==> config.mk <==
export PLATFORM = sky130hd
export DESIGN_NAME = mcns_ctrl
export DESIGN_NICKNAME = d
export VERILOG_FILES = /design/src/rtl/mcns_pkg.sv /design/src/rtl/mcns_ctrl.sv
export SDC_FILE = /design/constraint.sdc
export NUM_CORES = 1
export LEC_CHECK = 0
export ABC_AREA = 1
export ABC_CLOCK_PERIOD_IN_PS = 2000
export BUFFER_PORTS_ARGS = -buffer_cell sky130_fd_sc_hd__buf_2
export CAP_MARGIN = 10
export CORE_UTILIZATION = 54
export DETAILED_ROUTE_END_ITERATION = 10
export GPL_TIMING_DRIVEN = 0
export PLACE_DENSITY = 0.8
export SLEW_MARGIN = 20
export SYNTH_ARGS = -nofsm -noshare
export SYNTH_HDL_FRONTEND = slang
export SYNTH_SLANG_ARGS = --single-unit
==> constraint.sdc <==
create_clock -name clk -period 2 [get_ports clk]
set_input_delay 0.4 -clock clk [delete_from_list [all_inputs] [get_ports clk]]
set_output_delay 0.4 -clock clk [all_outputs]
set_load 0.005 [all_outputs]
==> src/rtl/mcns_pkg.sv <==
package mcns_pkg;

	// field and register geometry
	localparam int SAMPLE_WIDTH_DEF = 16;
	localparam int CFG_W            = 48;
	localparam int CFG_IDX_W        = 3;
	localparam int COEF_W           = 16;
	localparam int GAIN_W           = 16;
	localparam int NORM_BITS        = 30;
	localparam int SQ_W             = 63;
	localparam int ROOT_W           = 32;
	localparam int QUO_W            = 15;
	localparam int OUT_W            = 16;
	localparam int AVG_W            = 24;
	localparam int SQRT_STEPS       = 32;

	// register reset values
	localparam logic [CFG_W-1:0]  OFFSET_RST = '0;
	localparam logic [CFG_W-1:0]  ROW_X_RST  = 48'd16384;
	localparam logic [CFG_W-1:0]  ROW_Y_RST  = 48'd16384 << 16;
	localparam logic [CFG_W-1:0]  ROW_Z_RST  = 48'd16384 << 32;
	localparam logic [GAIN_W-1:0] GAIN_RST   = 16'd1638;

	typedef enum logic [CFG_IDX_W-1:0] {
		REG_OFFSET = 3'd0,
		REG_ROW_X  = 3'd1,
		REG_ROW_Y  = 3'd2,
		REG_ROW_Z  = 3'd3,
		REG_GAIN   = 3'd4
	} cfg_reg_t;

	typedef struct packed {
		logic [CFG_W-1:0]        offset;
		logic [2:0][CFG_W-1:0]   rows;
		logic [GAIN_W-1:0]       gain;
	} mcns_cfg_t;

	typedef enum logic [3:0] {
		OP_NONE,
		OP_LOAD,
		OP_MAC,
		OP_ABS,
		OP_NORM,
		OP_SQ,
		OP_SQRT_INIT,
		OP_SQRT,
		OP_DIV_INIT,
		OP_DIV,
		OP_DIV_END,
		OP_EMA_MUL,
		OP_EMA_ADD,
		OP_FIN
	} dp_op_t;

	typedef struct packed {
		dp_op_t     op;
		logic [1:0] idx;
		logic [1:0] col;
		logic [3:0] step;
	} dp_cmd_t;

	typedef struct packed {
		logic zero;
		logic big;
	} dp_stat_t;

endpackage

==> src/rtl/mcns_ctrl.sv <==
module mcns_ctrl import mcns_pkg::*; (
	input  logic     clk,
	input  logic     arst_n,
	input  logic     in_valid,
	output logic     in_ready,
	output logic     out_valid,
	input  logic     out_ready,
	input  dp_stat_t stat,
	output dp_cmd_t  cmd
);

	typedef enum logic [3:0] {
		ST_IDLE, ST_MAC, ST_ABS, ST_CHK, ST_NORM, ST_SQ, ST_SQRT_INIT, ST_SQRT,
		ST_DIV_INIT, ST_DIV, ST_DIV_END, ST_EMA_MUL, ST_EMA_ADD, ST_FIN
	} state_t;

	state_t     state_q;
	logic [1:0] idx_q;
	logic [1:0] col_q;
	logic [4:0] cnt_q;
	logic       out_valid_q;
	logic       out_free;

	assign out_free  = !out_valid_q || out_ready;
	assign in_ready  = (state_q == ST_IDLE);
	assign out_valid = out_valid_q;

	// command decode
	always_comb begin
		cmd.idx  = idx_q;
		cmd.col  = col_q;
		cmd.step = cnt_q[3:0];
		unique case (state_q)
			ST_IDLE:      cmd.op = in_valid ? OP_LOAD : OP_NONE;
			ST_MAC:       cmd.op = OP_MAC;
			ST_ABS:       cmd.op = OP_ABS;
			ST_CHK:       cmd.op = OP_NONE;
			ST_NORM:      cmd.op = OP_NORM;
			ST_SQ:        cmd.op = OP_SQ;
			ST_SQRT_INIT: cmd.op = OP_SQRT_INIT;
			ST_SQRT:      cmd.op = OP_SQRT;
			ST_DIV_INIT:  cmd.op = OP_DIV_INIT;
			ST_DIV:       cmd.op = OP_DIV;
			ST_DIV_END:   cmd.op = OP_DIV_END;
			ST_EMA_MUL:   cmd.op = OP_EMA_MUL;
			ST_EMA_ADD:   cmd.op = OP_EMA_ADD;
			ST_FIN:       cmd.op = out_free ? OP_FIN : OP_NONE;
			default:      cmd.op = OP_NONE;
		endcase
	end

	// sequencer
	always_ff @(posedge clk or negedge arst_n) begin
		if (!arst_n) begin
			state_q     <= ST_IDLE;
			idx_q       <= '0;
			col_q       <= '0;
			cnt_q       <= '0;
			out_valid_q <= 1'b0;
		end else begin
			if (out_valid_q && out_ready)
				out_valid_q <= 1'b0;
			unique case (state_q)
				ST_IDLE: begin
					idx_q <= '0;
					col_q <= '0;
					if (in_valid)
						state_q <= ST_MAC;
				end
				ST_MAC: begin
					if (col_q == 2'd2) begin
						col_q <= '0;
						idx_q <= idx_q + 2'd1;
						if (idx_q == 2'd2) begin
							idx_q   <= '0;
							state_q <= ST_ABS;
						end
					end else begin
						col_q <= col_q + 2'd1;
					end
				end
				ST_ABS: state_q <= ST_CHK;
				ST_CHK: state_q <= stat.zero ? ST_FIN : ST_NORM;
				ST_NORM: begin
					if (!stat.big)
						state_q <= ST_SQ;
				end
				ST_SQ: begin
					idx_q <= idx_q + 2'd1;
					if (idx_q == 2'd2) begin
						idx_q   <= '0;
						state_q <= ST_SQRT_INIT;
					end
				end
				ST_SQRT_INIT: begin
					cnt_q   <= '0;
					state_q <= ST_SQRT;
				end
				ST_SQRT: begin
					cnt_q <= cnt_q + 5'd1;
					if (cnt_q == 5'(SQRT_STEPS - 1))
						state_q <= ST_DIV_INIT;
				end
				ST_DIV_INIT: begin
					cnt_q   <= '0;
					state_q <= ST_DIV;
				end
				ST_DIV: begin
					cnt_q <= cnt_q + 5'd1;
					if (cnt_q == 5'(QUO_W - 1))
						state_q <= ST_DIV_END;
				end
				ST_DIV_END: begin
					idx_q   <= idx_q + 2'd1;
					state_q <= ST_DIV_INIT;
					if (idx_q == 2'd2) begin
						idx_q   <= '0;
						state_q <= ST_EMA_MUL;
					end
				end
				ST_EMA_MUL: state_q <= ST_EMA_ADD;
				ST_EMA_ADD: begin
					idx_q   <= idx_q + 2'd1;
					state_q <= ST_EMA_MUL;
					if (idx_q == 2'd2) begin
						idx_q   <= '0;
						state_q <= ST_FIN;
					end
				end
				ST_FIN: begin
					if (out_free) begin
						out_valid_q <= 1'b1;
						state_q     <= ST_IDLE;
					end
				end
				default: state_q <= ST_IDLE;
			endcase
		end
	end

endmodule

* Word level (Yosys, flattened, before mapping) *
Cells that the tools add are included.

storage, ports and cells
  logic and storage cells = 69
  register bits = 14
  input port bits = 6
  output and inout bits = 14

cells by class
  reduce and logical (&&, ||, !) cells = 12
  eq/ne operators = 25
  mux-type cells = 24
  $add $sub $neg = 3

operators with widths
  kind                 count
  $pmux 4 s14          1
  $pmux 4 s13          1
  $mux 4               10
  $eq 4x4->1 const B   6
  $eq 4x3->1 const B   4
  $ne 2x2->1 const B   8
  $pmux 5 s2           1
  $eq 4x2->1 const B   2
  $mux 2               4
  $reduce_and 8->1     1
  $pmux 2 s3           1
  $add 5x1->5 const B  1
  $eq 5x4->1 const B   1
  $eq 5x5->1 const B   1
  $add 2x1->2 const B  2
  $eq 2x2->1 const B   2
  $eq 4x1->1 const B   1
  $logic_not 4->1      1
  $mux 1               4
  $pmux 2 s2           1
  $reduce_bool 2->1    2
  $reduce_or 2->1      2
  $mux 3               1
  $reduce_bool 3->1    1
  other kinds (5)      5

* Depth between registers and ports, before layout *
Gate-level depths: netlist of run 1.

  depth after elaboration = 4
  mapped depth = 11
  mapped depth without buffers = 11

* Worst setup path after synthesis of run 1 *
No wires, ideal clock.

  kind = register -> output
  start = register state_q[1]
  end = output port cmd[8] (netlist bit)
  data required time = 1.600 ns
  buffers on the path = 0
  cell stages (with the launch flop) = 4
  setup slack = 0.551 ns
  arrival time = 1.049 ns
  cell sequence = dfrtp_1 -> nor2_1 -> nand2_1 -> o2111ai_1

RTL lines
  what                    RTL line         source
  start, declared         mcns_ctrl.sv:17  state_t state_q;
  start signal, assigned  mcns_ctrl.sv:83  ST_CHK: state_q <= stat.zero ? ST_FIN : ST_NORM;
  end, declared           mcns_ctrl.sv:9   output dp_cmd_t cmd

==> results.toml, run 1 <==
[logic_synthesis]
ys_ff_latch = 14
yosysTopAreaCell = "dfrtp_1"
syn_avg_cell_area_um2 = 6.42
async_reset_ff_frac = 1.00
synth-edff-count = 0
yosysUniqueCellTypes = 19
ys_warn_count = 0
synth.most_common_cell = "nand2_1"
syn_nets = 182
yosysSeqAreaShare = 0.315
netlist_area_um2 = 1110
yosys.area.top_type_share = 0.315
synth.top_cells.by_count = "nand2_1, inv_1, nor2_1, nand3_1, dfrtp_1"
synthTopCellsByArea = "dfrtp_1, nand2_1, inv_1"
synthFlopType = "dfrtp_1"
syn_inst = 173

[layout]
nFillCells = 191
fin_area_um2 = 1280
antenna_cells = 0
drive_gt1_frac = 0.231
area_delta_synth_final_pct = 15.7
multi_input_area_um2 = 623
fin_cells = 222
final_util = 0.662
nets = 206
final-seq-area_um2 = 353

[die]
floorplan.initialDensity = 0.572
coreArea_um2 = 1940
rows = 16
io_pins = 20
dieArea_um2 = 2240
die_x_um = 47.4
fp.dieH_um = 47.4

[run_status]
outcome = "completed"

[placement]
place_area_um2 = 1240
dp_cells = 219
port_buffers = 19
dpl.hpwl_mm = 1.84
post-place-ws_ps = 244
gp_congestion = 0.880

[clock_network]
cts-root-buf = "clkbuf_4"
clk_latency_ps = 270
clkTransAtPathRegs_ps = 70
cts_tree = "done"
cts_setup_buffers = 0
h-tree-depth = 1
clockBufferDepth = 2
ctsHoldBuffers = 0
numCtsBuffers = 3
clkSinkCount = 14

[sta]
drv_slew = 0
min_period_ps = 1920
maxSlewHeadroom = 0.785
finalSetupViolations = 0
hold_violations = 0
fin_crit_sh = 0.960
skew_ps = 0.370
max_clock_freq_ghz = 0.521
tightest_slew_ps = 323
fin_ws_ps = 79.0

[worst_setup_path]
ff2ff_setup_slack_ps = 380
path_cells = "inv_1 > nand2_2 > nor2_2 > nand2_1 > o2111ai_1 > buf_2"
path_class = "register to output pin"
path_max_fanout = 5
setup.worst_path.end_class = "output pin"
reg2reg_from = "cnt_q[1]"
cp-start-kind = "register"
worst_path_max_delay_cell = "dfrtp_2"
crit_arrival_ps = 1520
worstPathRequired_ps = 1600
cpPeakStageDelay_ps = 460
cp-startpoint = "state_q[1]"

[global_route]
grt_pass1_vias = 906
grtUsageTotal = 0.241
grt_max_degree = 15
grt_pass1_wl_mm = 3.78
grt-ovfl-total = 0
antenna_found_initial = 0

[power]
vdd_ir_drop_max_mv = 0.913
p_total_mw = 1.68
p_per_area_nw_per_um2 = 1310
leakage_nw = 0.764

[detailed_routing]
vias = 1131
drt_pre_antenna_iters = 4
wl_per_cell_um = 10.6
detail-route-antenna-nets = 0
route.detailed.drc = 0
vias_per_cell = 5.09
drt_iter0_markers = 40
routed_wl_mm = 2.36

[hold_path]
hold_class = "input port to asynchronous set/reset pin"

[run]
maxCapViolCount = 0
stage by stage:
stage | setup TNS, ps | hold WS [ps]
5_1_grt | -21.8 | 27.4
2_1_floorplan | 0 | 104
6_report | 0 | 13.4
4_1_cts | 0 | 13.2
3_3_place_gp | 0 | 309
3_5_place_dp | 0 | 313
cells by family after synthesis:
logic type               synth area share
AO/OA/AOI/OAI                      0.0631
XOR/XNOR                          0.00788
adder cells (fa/ha/maj)            0.0338
buffers and inverters               0.142
flip-flops                          0.315
AND/OR/NAND/NOR                     0.438
worst max-delay path, delay by kind of cell (launching register included):
kind                   cells  cell delay, ps
and+or+nand+nor            3             390
DFF                        1             460
buffers and inverters      2             280
AOI/OAI and AO/OA          1             130
worst paths after layout:
kind                              endpoint  cells past startpoint
max in group asynchronous       state_q[1]                      1
worst max-delay path                cmd[8]                      6
worst min-delay path              cnt_q[2]                      1
worst min register to register    cnt_q[4]                      2
min in group clk                 out_valid                      4
worst max register to register  state_q[0]                     11
flip-flops by register name (all words and copies together), names as in the netlist:
register and cells:
out_valid 1, state_q 4, col_q 2, cnt_q 5
idx_q 2
report_power, final:
part	switching, mW	internal, mW
Combinational	0.645	0.406
Clock	0.0800	0.0697
Sequential	0.101	0.375
Total	0.826	0.851
area by class of cell:
| class | instances | share of cell area |
|---|---|---|
| repair buffers | 19 | 0.0740 |
| multi-input cells | 125 | 0.485 |
| plain buffers | 6 | 0.0409 |
| inverters | 28 | 0.0818 |
| flip-flops and latches | 14 | 0.275 |
| well taps | 27 | 0.0263 |
| clock buffers | 3 | 0.0175 |
layout by cell type, fill, tap and decap left out, types with 3 or more instances in the layout:
cell type,instances
nand2_1,53
inv_1,27
nand3_1,20
buf_2,19
nor2_1,17
dfrtp_1,12
o21ai_0,10
nor2_2,7
buf_4,4
nor2_4,3
nand2_2,3
ha_1,3
clkbuf_4,3
layer usage:
metal  up-vias  global-route usage  routed length [µm]
li1        577                   -                   -
met1       517               0.354                1110
met2        35               0.345                1090
met3         2              0.0615                 136
met4         0              0.0686                  17
met5         -                   0                   0
repair_timing:
| item | 4_1_cts | 5_1_grt |
|---|---|---|
| endpoints found under the setup margin | 1 | 2 |
| gates cloned | 0 | 0 |
| resized for setup | 1 | 9 |
| endpoints found under the hold margin | 0 | 0 |
Power figures use the tool's default switching activity.
==> run 2: changes to the inputs <==
--- a/config.mk
+++ b/config.mk
@@ -9,10 +9,12 @@
 export ABC_CLOCK_PERIOD_IN_PS = 2000
 export BUFFER_PORTS_ARGS = -buffer_cell sky130_fd_sc_hd__buf_2
 export CAP_MARGIN = 10
+export CORE_ASPECT_RATIO = 1.2
 export CORE_UTILIZATION = 54
 export DETAILED_ROUTE_END_ITERATION = 10
 export GPL_TIMING_DRIVEN = 0
 export PLACE_DENSITY = 0.8
+export REMOVE_ABC_BUFFERS = 1
 export SLEW_MARGIN = 20
 export SYNTH_ARGS = -nofsm -noshare
 export SYNTH_HDL_FRONTEND = slang
==> results.toml, run 2 (synthesis results as in run 1) <==
[die]
die_x_um = 43.4
coreArea_um2 = 1890
dieArea_um2 = 2240
rows = 17
io_pins = 20
fp.dieH_um = 51.7
floorplan.initialDensity = 0.587

[detailed_routing]
vias = 1140
detail-route-antenna-nets = 0
wl_per_cell_um = 11.8
drt_pre_antenna_iters = 8
route.detailed.drc = 1
vias_per_cell = 5.38
routed_wl_mm = 2.50
drt_iter0_markers = 32

[sta]
min_period_ps = 1920
tightest_slew_ps = 324
hold_ws_ps = -13.0
max_clock_freq_ghz = 0.522
finalSetupViolations = 0
hold_violations = 8
skew_ps = 12.8
drv_slew = 0
maxSlewHeadroom = 0.784
fin_tns_setup_ps = 0
fin_crit_sh = 0.959

[clock_network]
h-tree-depth = 1
ctsHoldBuffers = 0
clkSinkCount = 14
cts_tree = "done"
cts-root-buf = "clkbuf_4"
clkTransAtPathRegs_ps = 100
clk_latency_ps = 290
clockBufferDepth = 2
numCtsBuffers = 3

[layout]
final_cell_mix = "nand2_1, inv_1, nand3_1, buf_2, nor2_1"
largest_register = "cnt_q"
largest_register_ffs = 5
mostFrequentLayoutCell = "nand2_1"
top_regs = "cnt_q: 5 flops, state_q: 4 flops"
area_delta_synth_final_pct = 13.7
nFillCells = 171
drive_gt1_frac = 0.233
nets = 203
fin_cells = 212
antenna_cells = 0

[placement]
dpl.hpwl_mm = 1.87
gp_congestion = 0.971
dp_cells = 205
port_buffers = 19

[worst_setup_path]
worstPathRequired_ps = 1600
path_max_fanout = 7
r2r_cells = 11
ff2ff_setup_slack_ps = 420
setup.worst_path.end_class = "output pin"
reg2reg_from = "cnt_q[1]"
path_class = "register to output pin"
reg2reg_to = "state_q[3]"
crit_arrival_ps = 1520
cp-start-kind = "register"

[global_route]
grt_max_degree = 15
grtUsageTotal = 0.250
grt-ovfl-total = 0
grt_pass1_wl_mm = 4.23
antenna_found_initial = 0
grt_pass1_vias = 1045

[power]
power.switching_mw = 0.872
p_int_mw = 0.870
vdd_ir_drop_max_mv = 0.724
clkPwrFrac = 0.121
p_total_mw = 1.74
comb_power_share = 0.581
p_per_area_nw_per_um2 = 1380
seqPwrFrac = 0.298
leakage_nw = 0.751
swShare = 0.501

[run_status]
violations = "DRC, hold timing"
outcome = "finished, violations left"

[run]
maxCapViolCount = 0

[hold_path]
hold_class = "input port to asynchronous set/reset pin"
==> run 2: power groups by stage <==
stage	Sequential, mW	Combinational, mW	Clock, mW
after detailed placement	0.502	0.936	0
after global routing	0.533	1.16	0.224
final	0.519	1.01	0.212
after floorplan	0.484	0.669	0
after CTS	0.503	0.949	0.213
after global placement	0.493	0.912	0
==> run 2: how the worst max path moves through the flow <==
stage	startpoint	endpoint	cells after the start
2_1_floorplan	state_q[2]	cmd[8]	6
3_3_place_gp	state_q[2]	cmd[8]	7
3_5_place_dp	state_q[2]	cmd[8]	7
4_1_cts	state_q[2]	cmd[8]	7
5_1_grt	state_q[2]	cmd[8]	7
6_report	state_q[2]	cmd[8]	7
==> run 2: critical path: stages, from the launching register on <==
cell and delay, ps:
dfrtp_2 480, inv_1 170, nor2_2 70, nand2_1 90, nand2_1 80, nor2_1 90
o2111ai_1 100, buf_2 150
==> run 2: layout make-up <==
cell class | instances | area (µm²) | area share
multi-input cells | 125 | 626 | 0.495
flip-flops and latches | 14 | 355 | 0.281
repair buffers | 22 | 118 | 0.0931
inverters | 28 | 105 | 0.0832
clock buffers | 4 | 36.3 | 0.0287
well taps | 19 | 23.8 | 0.0188
==> run 2: routing by layer <==
layer / vias up / track usage / wire length, µm
met4: 0 / 0.104 / 40
met1: 509 / 0.309 / 1050
li1: 579 / - / -
met2: 46 / 0.434 / 1260
met3: 6 / 0.0278 / 151
met5: - / 0 / 0
==> run 2: repair_timing <==
action / in CTS / in global routing
buffers inserted: 0 / 3
endpoints found under the setup margin: 1 / 1
resized for setup: 3 / 9
==> run 2: metrics by stage <==
stage | setup slack [ps] | instance area, µm² | util | hold slack, ps
after floorplan | 483 | 1060 | - | 104
after global placement | 218 | 1180 | 0.622 | 312
after detailed placement | 214 | 1180 | 0.622 | 321
after CTS | 30.1 | 1220 | 0.644 | 7.47
after global routing | -35.7 | 1260 | 0.668 | 18.0
final | 82.5 | 1260 | 0.668 | -13.0
