--- src/rtl/mcns_pkg.sv ---
package mcns_pkg;

	// field and register geometry
	localparam int SAMPLE_WIDTH_DEF = 16;
	localparam int CFG_W            = 48;
	localparam int CFG_IDX_W        = 3;
	localparam int COEF_W           = 16;
	localparam int GAIN_W           = 16;
	localparam int NORM_BITS        = 30;
	localparam int SQ_W             = 63;
	localparam int ROOT_W           = 32;
	localparam int QUO_W            = 15;
	localparam int OUT_W            = 16;
	localparam int AVG_W            = 24;
	localparam int SQRT_STEPS       = 32;

	// register reset values
	localparam logic [CFG_W-1:0]  OFFSET_RST = '0;
	localparam logic [CFG_W-1:0]  ROW_X_RST  = 48'd16384;
	localparam logic [CFG_W-1:0]  ROW_Y_RST  = 48'd16384 << 16;
	localparam logic [CFG_W-1:0]  ROW_Z_RST  = 48'd16384 << 32;
	localparam logic [GAIN_W-1:0] GAIN_RST   = 16'd1638;

	typedef enum logic [CFG_IDX_W-1:0] {
		REG_OFFSET = 3'd0,
		REG_ROW_X  = 3'd1,
		REG_ROW_Y  = 3'd2,
		REG_ROW_Z  = 3'd3,
		REG_GAIN   = 3'd4
	} cfg_reg_t;

	typedef struct packed {
		logic [CFG_W-1:0]        offset;
		logic [2:0][CFG_W-1:0]   rows;
		logic [GAIN_W-1:0]       gain;
	} mcns_cfg_t;

	typedef enum logic [3:0] {
		OP_NONE,
		OP_LOAD,
		OP_MAC,
		OP_ABS,
		OP_NORM,
		OP_SQ,
		OP_SQRT_INIT,
		OP_SQRT,
		OP_DIV_INIT,
		OP_DIV,
		OP_DIV_END,
		OP_EMA_MUL,
		OP_EMA_ADD,
		OP_FIN
	} dp_op_t;

	typedef struct packed {
		dp_op_t     op;
		logic [1:0] idx;
		logic [1:0] col;
		logic [3:0] step;
	} dp_cmd_t;

	typedef struct packed {
		logic zero;
		logic big;
	} dp_stat_t;

endpackage

--- src/rtl/mcns_regs.sv ---
module mcns_regs import mcns_pkg::*; (
	input  logic                 clk,
	input  logic                 arst_n,
	input  logic                 cfg_we,
	input  logic [CFG_IDX_W-1:0] cfg_index,
	input  logic [CFG_W-1:0]     cfg_data,
	output mcns_cfg_t            cfg
);

	mcns_cfg_t cfg_q;

	// register file, unknown indexes are dropped
	always_ff @(posedge clk or negedge arst_n) begin
		if (!arst_n) begin
			cfg_q.offset  <= OFFSET_RST;
			cfg_q.rows[0] <= ROW_X_RST;
			cfg_q.rows[1] <= ROW_Y_RST;
			cfg_q.rows[2] <= ROW_Z_RST;
			cfg_q.gain    <= GAIN_RST;
		end else if (cfg_we) begin
			case (cfg_index)
				REG_OFFSET: cfg_q.offset  <= cfg_data;
				REG_ROW_X:  cfg_q.rows[0] <= cfg_data;
				REG_ROW_Y:  cfg_q.rows[1] <= cfg_data;
				REG_ROW_Z:  cfg_q.rows[2] <= cfg_data;
				REG_GAIN:   cfg_q.gain    <= cfg_data[GAIN_W-1:0];
				default: ;
			endcase
		end
	end

	assign cfg = cfg_q;

endmodule

--- config.mk ---
export PLATFORM = sky130hd
export DESIGN_NAME = mcns_regs
export DESIGN_NICKNAME = d
export VERILOG_FILES = /design/src/rtl/mcns_pkg.sv /design/src/rtl/mcns_regs.sv
export SDC_FILE = /design/constraint.sdc
export NUM_CORES = 1
export LEC_CHECK = 0
export ABC_AREA = 0
export BUFFER_PORTS_ARGS = -buffer_cell sky130_fd_sc_hd__buf_2
export CAP_MARGIN = 40
export CORE_MARGIN = 2
export CORE_UTILIZATION = 45
export CTS_CLUSTER_DIAMETER = 30
export CTS_CLUSTER_SIZE = 10
export DETAILED_ROUTE_END_ITERATION = 8
export GPL_ROUTABILITY_DRIVEN = 0
export GPL_TIMING_DRIVEN = 0
export PLACE_DENSITY = 0.84
export SLEW_MARGIN = 10
export SYNTH_ARGS = -nofsm -noshare
export SYNTH_HDL_FRONTEND = slang
export SYNTH_SLANG_ARGS = --single-unit
--- constraint.sdc ---
create_clock -name clk -period 0.8 [get_ports clk]
set_input_delay 0.16 -clock clk [delete_from_list [all_inputs] [get_ports clk]]
set_output_delay 0.16 -clock clk [all_outputs]
set_load 0.005 [all_outputs]
Word level (Yosys, flattened, before mapping)
Index checks and enable logic that the tools add are counted.
Widths: inputs -> output; s select.
{"block": "totals", "ff_bits": 208, "latch_bits": 0, "mem_bits_rw": 0, "rom_bits": 0, "input_bits": 54, "output_inout_bits": 208, "word_cells": 15, "n_memories": 0}
{"block": "op_classes", "add_sub_neg": 0, "multipliers": 0, "div_mod_pow": 0, "order_cmp": 0, "eq_ne": 4, "shift": 0, "n_mux": 0, "n_bitwise": 0, "n_reduce_logical": 6}
{"cell": "$reduce_and 2->1", "n": 5}
{"cell": "$eq 3x2->1 const B", "n": 2}
{"cell": "$eq 3x1->1 const B", "n": 1}
{"cell": "$eq 3x3->1 const B", "n": 1}
{"cell": "$logic_not 3->1", "n": 1}

Depth between registers and ports, before layout
Gate-level depths: netlist (run 1).
{"block": "depth", "depth_word": 2, "depth_mapped": 4, "ltp_nobuf": 2}

Least setup slack after synthesis (run 1)
Ideal clock, no wire load.
{"block": "synth_timing", "kind": "input -> register", "start": "input cfg_index[1]", "end": "register cfg_q (netlist bit cfg[177])", "setup_time_ns": 0.125, "arrival_time_ns": 1.148, "required_ns": 0.675, "path_slack_ns": -0.473, "cell_stages": 4, "path_buffers": 2, "cell_sequence": "nor4b_2 > buf_4 > buf_6 > mux2_2"}
{"block": "synth_via", "elab_chain_len": 2}
{"item": "start: declaration", "line_no": "mcns_regs.sv:5", "source": "input logic [CFG_IDX_W-1:0] cfg_index,"}
{"item": "$logic_not 3->1", "line_no": "mcns_regs.sv:21", "source": "case (cfg_index)"}
{"item": "$reduce_and 2->1 (no line)"}
{"item": "end: declaration", "line_no": "mcns_regs.sv:10", "source": "mcns_cfg_t cfg_q;"}
Every way passes these cells.
A chain may end at the register's enable or synchronous reset.

Worst setup path after layout (run 1)
{"block": "layout_timing", "start": "register cfg_q (netlist bit cfg[30])", "end": "output cfg[30] (netlist bit)"}
{"item": "end: declaration", "line_no": "mcns_regs.sv:7", "source": "output mcns_cfg_t cfg"}
No word-level cell between the ends.

==> key figures, run 1 <==
Finish
  – Layout cells sized above 1: 74.6%
  – Fin nets: 1,023
  – Max reg flops: 208
  – Area Growth Syn to Fin: 83.3%
  – Layout Cells excl Fill: 1,224

Synth
  – Mux cell area share after synthesis: 30.2%
  – Area leader, netlist: dfrtp_1
  – Synth Area in Compound Gates: 0%
  – EDFF count, synth: 0
  – Largest family of logic cells by synthesized area: multiplexers
  – Number of synthesis warnings: 0
  – Syn_area_per_cell: 17.7 µm²
  – Synth Register Bits: 208
  – Post-Synth Simple-Gate Area: 0.783%
  – Synth Cell Area: 7830 µm²
  – Area contributors post-synth: dfrtp_1 64%, mux2_2 29%, dfstp_2 3.0%
  – Commonest cells in the netlist: 199 x dfrtp_1, 199 x mux2_2, 12 x buf_6
  – Post-synth net total: 497
  – Area fraction of the dominant cell type after synthesis: 63.6%
  – Post-Synth Adder-Cell Area: 0%
  – Post-synthesis async set-or-reset flop share: 100%
  – Synth Flop Type: dfrtp_1
  – Gate Count Post-Synth: 443
  – Sequential fraction of the synthesis area: 66.7%
  – Netlist cell types: 12
  – XOR/XNOR Fraction of Synth Area: 0%

Worst setup path
  – Critical path endpoint category: output pin
  – Critical path buffers and inverters: 1
  – Worst path required time: 0.64 ns
  – Crit Path Category: register to output pin
  – CP arrival: 1.16 ns
  – CP cell instances: buf_6
  – Crit path max-delay family: flip-flops
  – Slowest cell on crit path: dfstp_2
  – Worst Path Max Fanout: 2
  – Max incr delay on CP: 0.56 ns
  – Startpoint types: register

Global route
  – Number of global-route vias before repair: 6,840
  – First-pass GRT wire length: 39,600 µm
  – Total Routing Usage GR: 28.4%
  – Largest net degree at the start of global routing: 110
  – Aggregate global routing overflow: 0
  – Initial antenna violation count: 1

Route
  – DR DRC count: 0
  – Antenna Nets Post-Route: 0
  – Total Wirelength: 29,300 µm
  – DR pass1 iterations: 4
  – DRC violation total after the first TritonRoute iteration: 283
  – Via count: 6,273
  – Vias per std cell: 5.13
  – Wire length per cell: 23.9 µm

Flow run
  – MaxCap Viol Count: 0

STA
  – Tcrit/Tclk final: 165%
  – Tightest Pin Transition: 0.566 ns
  – Hold WS: -0.421 ns
  – Final Hold Vio Count: 98
  – Fmax: 0.756 GHz
  – Shortest period the worst path allows: 1.32 ns
  – Final Setup Violations: 401
  – RSZ-0062 raised after global routing: true
  – Slew Viols, Final: 0
  – Clock Skew: 0 ns
  – Final worst slack: -0.524 ns
  – Worst slew margin: 62.3%

Power
  – Max rail drop VDD: 2.26 mV
  – Sw Share: 25.4%
  – Clock Power Share: 41.3%
  – Logic pwr share: 25.4%
  – Pwr dens: 3070 nW/µm²
  – Int Pwr: 0.0329 W
  – Sequential Power Share: 33.3%
  – P_sw: 0.0112 W
  – Lkg Pwr: 7.24 nW

Run status
  – Status: finished, violations left
  – Failing checks: negative hold slack, negative setup slack

Die
  – Core area: 17,200 µm²
  – Row count: 48
  – Die Ht: 136 µm
  – Die Wd: 136 µm
  – Die ar.: 18,500 µm²
  – Initial Util: 45.6%
  – Io pins: 262

Clock network
  – Clock root buffer: clkbuf_16
  – Number of H-tree levels: 2
  – Clock sink count: 208
  – CTS Hold Bufs: 48
  – Clock Pin Slew Worst Setup and Hold Paths: 0.05 ns
  – Longest Clk Path Bufs: 3
  – Clock buffer count from CTS: 39
  – TritonCTS clock tree: done
  – Clk_lat worst skew: 0.50 ns

Placed design
  – Placed Cells: 930
  – Port-buffer cells: 261
  – HPWL Detailed: 12,500 µm

Worst hold path
  – HP Class: input port to asynchronous set/reset pin
==> cells in the final DEF (no fill, tap or decap), drive strengths merged <==
cell type      n
bufinv         9
clkbuf        54
nor4b          1
dfstp          9
nand4b         1
diode          1
inv            2
mux2         208
dfrtp        199
and4bb         3
buf          454
clkinvlp       5
clkinv         5
dlygate4sd3   48
==> final cells by class <==
type                            instances  area, µm²
Timing Repair Buffer                  492       4000
Buffer                                 15        268
Sequential cell                       208       5220
Fill cell                             804       2830
Tap cell                              225        282
Antenna cell                            1       2.50
Clock inverter                         21        362
Multi-Input combinational cell        213       3140
Clock buffer                           49       1070
==> final timing paths <==
path,start,to,slack (ns),cells after the start
setup / recovery,cfg[30],cfg[30],-0.52,1
hold / removal,arst_n,cfg[105],-0.42,1
setup reg to reg,cfg[93],cfg[93],-0.22,3
hold reg to reg,cfg[133],cfg[133],0.50,1
max in group asynchronous,arst_n,cfg[88],0.26,2
min in group clk,cfg_index[2],cfg[185],0.28,5
==> power by group through the flow <==
stage	clock network (W)	logic [W]	registers [W]
after floorplan	0	0.00285	0.0144
after global placement	0	0.00630	0.0142
after detailed placement	0	0.00653	0.0143
after CTS	0.0180	0.00898	0.0142
after global routing	0.0188	0.0119	0.0148
final	0.0182	0.0112	0.0147
==> logic make-up after synthesis <==
group	after synthesis
and+or+nand+nor	5
buffers and inverters	22
DFF	208
muxes	208
==> metal layers <==
layer | up-vias | share of wire (%) | track usage [%]
met5 | - | 0 | 0
met4 | 0 | 3.9 | 13.7
met3 | 82 | 5.4 | 5.67
met2 | 291 | 53 | 50.1
met1 | 3260 | 37 | 33.0
li1 | 2640 | - | -
==> per-stage QoR <==
stage | utilization [%] | worst slack [ns] | area, µm² | power [W] | TNS, ns
global placement | 57.2 | -3.84 | 9830 | 0.0205 | -904.15
CTS | 78.4 | -0.519 | 13500 | 0.0412 | -91.13
finish | 83.5 | -0.524 | 14300 | 0.0441 | -98.32
detailed placement | 57.5 | -0.731 | 9870 | 0.0208 | -167.42
floorplan | - | -0.410 | 8250 | 0.0173 | -66.93
global route | 83.5 | -0.542 | 14300 | 0.0455 | -106.14
==> what timing repair did <==
| action | CTS | global route |
|---|---|---|
| gates resized for setup | 146 | 144 |
| gates cloned | 10 | 5 |
| setup endpoints to repair | 347 | 499 |
| endpoints found under the hold margin | 300 | 93 |
| setup buffers | 108 | 100 |
| pin swaps | 5 | 4 |
(Power assumes the default switching activity.)
==> run 2, diff against run 1 <==
Settings changed: MAX_ROUTING_LAYER from default to met4.
==> key figures, run 2 (synthesis results as in run 1) <==
Global route
  – Largest net degree at the start of global routing: 110
  – First-pass GRT wire length: 39,500 µm
  – Number of global-route vias before repair: 6,857
  – Global Route met3 Usage: 5.11%
  – Initial antenna violation count: 1
  – Total Routing Usage GR: 29.2%
  – Met1 GRT Util: 33.5%
  – Aggregate global routing overflow: 0
  – Met2 usage: 49.9%
  – Most Used Layer, Global Route: met2

STA
  – Hold WS: -0.439 ns
  – Clock Skew: 0 ns
  – Final Hold Vio Count: 98
  – RSZ-0062 raised after global routing: true
  – Fmax: 0.757 GHz
  – Slew Viols, Final: 0
  – Final Setup Violations: 402
  – Shortest period the worst path allows: 1.32 ns
  – Tcrit/Tclk final: 165%
  – Tightest Pin Transition: 0.563 ns
  – Worst slew margin: 62.5%
  – Final worst slack: -0.522 ns

Die
  – Die Wd: 136 µm
  – Initial Util: 45.6%
  – Die Ht: 136 µm
  – Core area: 17,200 µm²
  – Io pins: 262
  – Row count: 48
  – Die ar.: 18,500 µm²

Finish
  – Commonest non-fill, non-tap cell in the layout: buf_2
  – Area Growth Syn to Fin: 82.8%
  – Commonest non-fill, non-tap cells in the layout: 249 x buf_2, 199 x dfrtp_1, 193 x mux2_4
  – Max reg flops: 208
  – Layout fillers: 802
  – Multi-input logic area: 3140 µm²
  – Fin nets: 1,022
  – Layout Utilization: 83.3%
  – Layout cells sized above 1: 74.6%
  – Reg area: 5220 µm²
  – Final Cell Area: 14,300 µm²

Run status
  – Failing checks: negative hold slack, negative setup slack
  – Status: finished, violations left

Worst setup path
  – Slowest cell on crit path: dfstp_2
  – Crit path max-delay family: flip-flops
  – CP cell instances: buf_6
  – Worst path required time: 0.64 ns
  – Crit Path Category: register to output pin
  – Startpoint types: register
  – Critical path endpoint category: output pin
  – Worst Path Max Fanout: 2
  – Critical path buffers and inverters: 1
  – Max incr delay on CP: 0.56 ns
  – CP arrival: 1.16 ns

Route
  – Total Wirelength: 28,800 µm
  – DR pass1 iterations: 4
  – DR DRC count: 0
  – Antenna Nets Post-Route: 0
  – DRC violation total after the first TritonRoute iteration: 290
  – Via count: 6,266
  – Wire length per cell: 23.6 µm
  – Vias per std cell: 5.12

Flow run
  – MaxCap Viol Count: 0

Clock network
  – Clock buffer count from CTS: 39
  – Clock sink count: 208
  – TritonCTS clock tree: done
  – Clk_lat worst skew: 0.51 ns
  – Longest Clk Path Bufs: 3
  – CTS Hold Bufs: 48
  – Clock root buffer: clkbuf_16
  – Number of H-tree levels: 2
  – Clock Pin Slew Worst Setup and Hold Paths: 0.05 ns

Power
  – Lkg Pwr: 7.22 nW
  – Max rail drop VDD: 2.09 mV
  – Pwr dens: 3080 nW/µm²

Placed design
  – Port-buffer cells: 261
  – DP Worst Slack: -0.731 ns
  – Area after DPL: 9870 µm²
  – HPWL Detailed: 12,500 µm

Worst hold path
  – HP Class: input port to asynchronous set/reset pin
run 2: changes by cell type in the layout (fill, tap and decap cells not counted), sizes merged:
cell,before,now
clkbuf,54,53
run 2: stage by stage:
| stage | hold WS, ns | TNS, ns | instances | power (W) |
|---|---|---|---|---|
| 2_1_floorplan | -0.136 | -66.93 | 443 | 0.0173 |
| 3_3_place_gp | 0.434 | -904.15 | 929 | 0.0205 |
| 3_5_place_dp | 0.231 | -167.42 | 930 | 0.0208 |
| 4_1_cts | -0.303 | -91.13 | 1166 | 0.0412 |
| 5_1_grt | -0.359 | -105.56 | 1223 | 0.0454 |
| 6_report | -0.439 | -97.90 | 1223 | 0.0440 |
run 2: routing by layer:
layer / vias up / part of all wire (%)
met5: - / 0
met4: 0 / 3.9
li1: 2636 / -
met2: 302 / 53
met3: 78 / 5.2
met1: 3250 / 38
run 2: where the power goes:
group / leakage (nW) / internal, W / switching, W / total, W
Clock: 0.687 / 0.0124 / 0.00574 / 0.0182
Combinational: 4.05 / 0.00746 / 0.00369 / 0.0112
Sequential: 2.48 / 0.0130 / 0.00171 / 0.0147
run 2: final cells by class:
| class | instances | share of cell area [%] |
|---|---|---|
| repair buffers | 491 | 27.7 |
| multi-input cells | 213 | 21.9 |
| diodes | 1 | 0.0175 |
| plain buffers | 15 | 1.87 |
| flip-flops and latches | 208 | 36.5 |
| clock buffers | 49 | 7.51 |
| clock inverters | 21 | 2.53 |
| well taps | 225 | 1.97 |
run 2: path summary, 6_finish.rpt:
kind                         startpoint  endpoint  slack, ns  cells after the start
min in group clk           cfg_index[2]  cfg[195]       0.28                      5
hold reg to reg                cfg[133]  cfg[133]       0.50                      1
hold / removal                   arst_n  cfg[105]      -0.44                      1
max in group asynchronous        arst_n   cfg[89]       0.28                      2
setup reg to reg               cfg[192]  cfg[192]      -0.22                      3
setup / recovery                cfg[30]   cfg[30]      -0.52                      1
run 2: what timing repair did:
item	in CTS	in global routing
cloned	10	4
pin swaps	5	4
endpoints found under the hold margin	300	93
buffers inserted	108	100
endpoints found under the setup margin	347	512
gates resized for setup	146	140
==> run 3, diff against run 2 <==
Settings changed: CORE_UTILIZATION 45 to 50, PLACE_DENSITY 0.84 to 0.88.
Clock period 0.8 ns to 1.49 ns, I/O delays scaled along.
==> key figures, run 3 (synthesis results as in run 1) <==
Run status
  – Status: complete, no violations

Finish
  – Final Cell Area: 10,800 µm²
  – Layout fillers: 1,032
  – Layout cells sized above 1: 72.8%
  – Max reg flops: 208
  – Area Growth Syn to Fin: 38.2%
  – Fin nets: 801
  – Reg area: 5220 µm²
  – Layout Cells excl Fill: 988
  – Commonest non-fill, non-tap cells in the layout: 269 x buf_2, 199 x mux2_2, 199 x dfrtp_1
  – Commonest non-fill, non-tap cell in the layout: buf_2
  – Multi-input logic area: 2420 µm²
  – Antenna Cells: 0

Clock network
  – Longest Clk Path Bufs: 3
  – Clock buffer count from CTS: 39
  – Post-CTS Setup Inserts: 0
  – Number of H-tree levels: 2
  – Clock sink count: 208
  – Clk_lat worst skew: 0.49 ns
  – Clock Pin Slew Worst Setup and Hold Paths: 0.05 ns
  – TritonCTS clock tree: done
  – Clock root buffer: clkbuf_16

Worst hold path
  – HP Class: input port to register
  – Hold EP: cfg[56]
  – WHS Path Cells: 2
  – Hold_sp: cfg_data[40]

Global route
  – Largest net degree at the start of global routing: 117
  – Aggregate global routing overflow: 0
  – Number of global-route vias before repair: 5,605
  – Initial antenna violation count: 0
  – First-pass GRT wire length: 29,900 µm
  – Total Routing Usage GR: 24.1%

Power
  – Lkg Pwr: 5.22 nW
  – Sw Share: 24.5%
  – Clock Power Share: 45.4%
  – Max rail drop VDD: 1.33 mV
  – Int Pwr: 0.0149 W
  – Power, Total: 0.0197 W
  – Sequential Power Share: 38.7%
  – Pwr dens: 1830 nW/µm²
  – Logic pwr share: 15.9%
  – P_sw: 0.00485 W

Route
  – Total Wirelength: 19,300 µm
  – DRC violation total after the first TritonRoute iteration: 180
  – DR DRC count: 0
  – DR WL met2: 9940 µm
  – Uppermost layer routed: met4
  – Antenna Nets Post-Route: 0
  – Wire length per cell: 19.5 µm
  – Vias per std cell: 5.09
  – Via count: 5,031
  – DR pass1 iterations: 4
  – Met1 wire length: 7750 µm
  – Metal3 WL: 1010 µm

STA
  – Final Setup Violations: 0
  – Clock Skew: 0 ns
  – Fmax: 0.697 GHz
  – Setup TNS: 0 ns
  – Final Hold Vio Count: 0
  – Final worst slack: 0.0561 ns
  – Slew Viols, Final: 0
  – RSZ-0062 raised after global routing: false
  – Shortest period the worst path allows: 1.43 ns
  – Worst slew margin: 63.2%
  – Tightest Pin Transition: 0.552 ns
  – Tcrit/Tclk final: 96.2%

Die
  – Io pins: 262
  – Die Wd: 129 µm
  – Row count: 45
  – Core area: 15,300 µm²
  – Die Ht: 129 µm
  – Initial Util: 51.3%
  – Die ar.: 16,700 µm²

Worst setup path
  – FF-to-FF End: cfg[89]
  – Worst path required time: 1.19 ns
  – Crit path max-delay family: flip-flops
  – Critical path buffers and inverters: 1
  – Worst reg2reg startpoint: cfg[89]
  – CP cell instances: buf_2
  – CP arrival: 1.14 ns
  – Worst reg-to-reg setup slack: 0.69 ns
  – Crit Path Category: register to output pin
  – Critical path endpoint category: output pin
  – Reg2Reg Depth: 1
  – Slowest cell on crit path: dfstp_2
  – Startpoint types: register
  – Worst Path Max Fanout: 2
  – Max incr delay on CP: 0.52 ns

Flow run
  – MaxCap Viol Count: 0

Placed design
  – Placed Cells: 916
  – DP Worst Slack: -0.339 ns
  – HPWL Detailed: 13,200 µm
  – Port-buffer cells: 261
  – Area after DPL: 9430 µm²
[run 3: cell types whose count changed in the layout (fill, tap and decap cells not counted), moves of 4 or more]
cell and change:
mux2_2 +184, dlygate4sd3_1 -47, buf_12 -18, buf_4 -56
buf_8 -12, buf_6 -99, buf_2 +20, mux2_4 -188
mux2_1 +4, clkbuf_16 -4, buf_16 -5
[run 3: cell type report]
class | count | share of cell area (%)
timing repair buffer | 263 | 12.6
tap | 211 | 2.44
buffer | 22 | 1.73
clock inverter | 24 | 2.88
clock buffer | 47 | 9.77
multi-input combinational | 213 | 22.4
sequential | 208 | 48.2
[run 3: worst max path at each step]
stage	from	end	slack, ns	cells after the start
5_1_grt	cfg[1]	cfg[1]	0.003	1
3_5_place_dp	cfg_index[1]	cfg[186]	-0.34	5
4_1_cts	cfg[1]	cfg[1]	0.03	1
2_1_floorplan	cfg_index[1]	cfg[177]	0.08	4
6_report	cfg[1]	cfg[1]	0.06	1
3_3_place_gp	arst_n	cfg[86]	-2.83	1
[run 3: layer usage]
metal / vias to the layer above / global-route usage [%]
met3: 47 / 5.04
met5: - / -
met1: 2589 / 28.7
met2: 197 / 40.0
li1: 2198 / -
met4: 0 / 10.2
[run 3: through the flow]
step,hold WS [ns],utilization [%]
final,0.0733,70.9
after global routing,0.0542,70.9
after CTS,0.0502,70.9
after detailed placement,0.350,61.8
after global placement,0.462,61.6
after floorplan,0.00241,-
[run 3: what timing repair did]
| item | 4_1_cts | 5_1_grt |
|---|---|---|
| endpoints found under the setup margin | 0 | 116 |
| hold buffers | 1 | 0 |
| gates resized for setup | 0 | 1 |
| endpoints found under the hold margin | 91 | 0 |
[run 3: power groups by stage]
stage | Clock (W) | Sequential (W) | Combinational (W)
after floorplan | 0 | 0.00773 | 0.00119
after global placement | 0 | 0.00757 | 0.00302
after detailed placement | 0 | 0.00769 | 0.00316
after CTS | 0.00912 | 0.00764 | 0.00320
after global routing | 0.00940 | 0.00778 | 0.00343
final | 0.00897 | 0.00764 | 0.00314
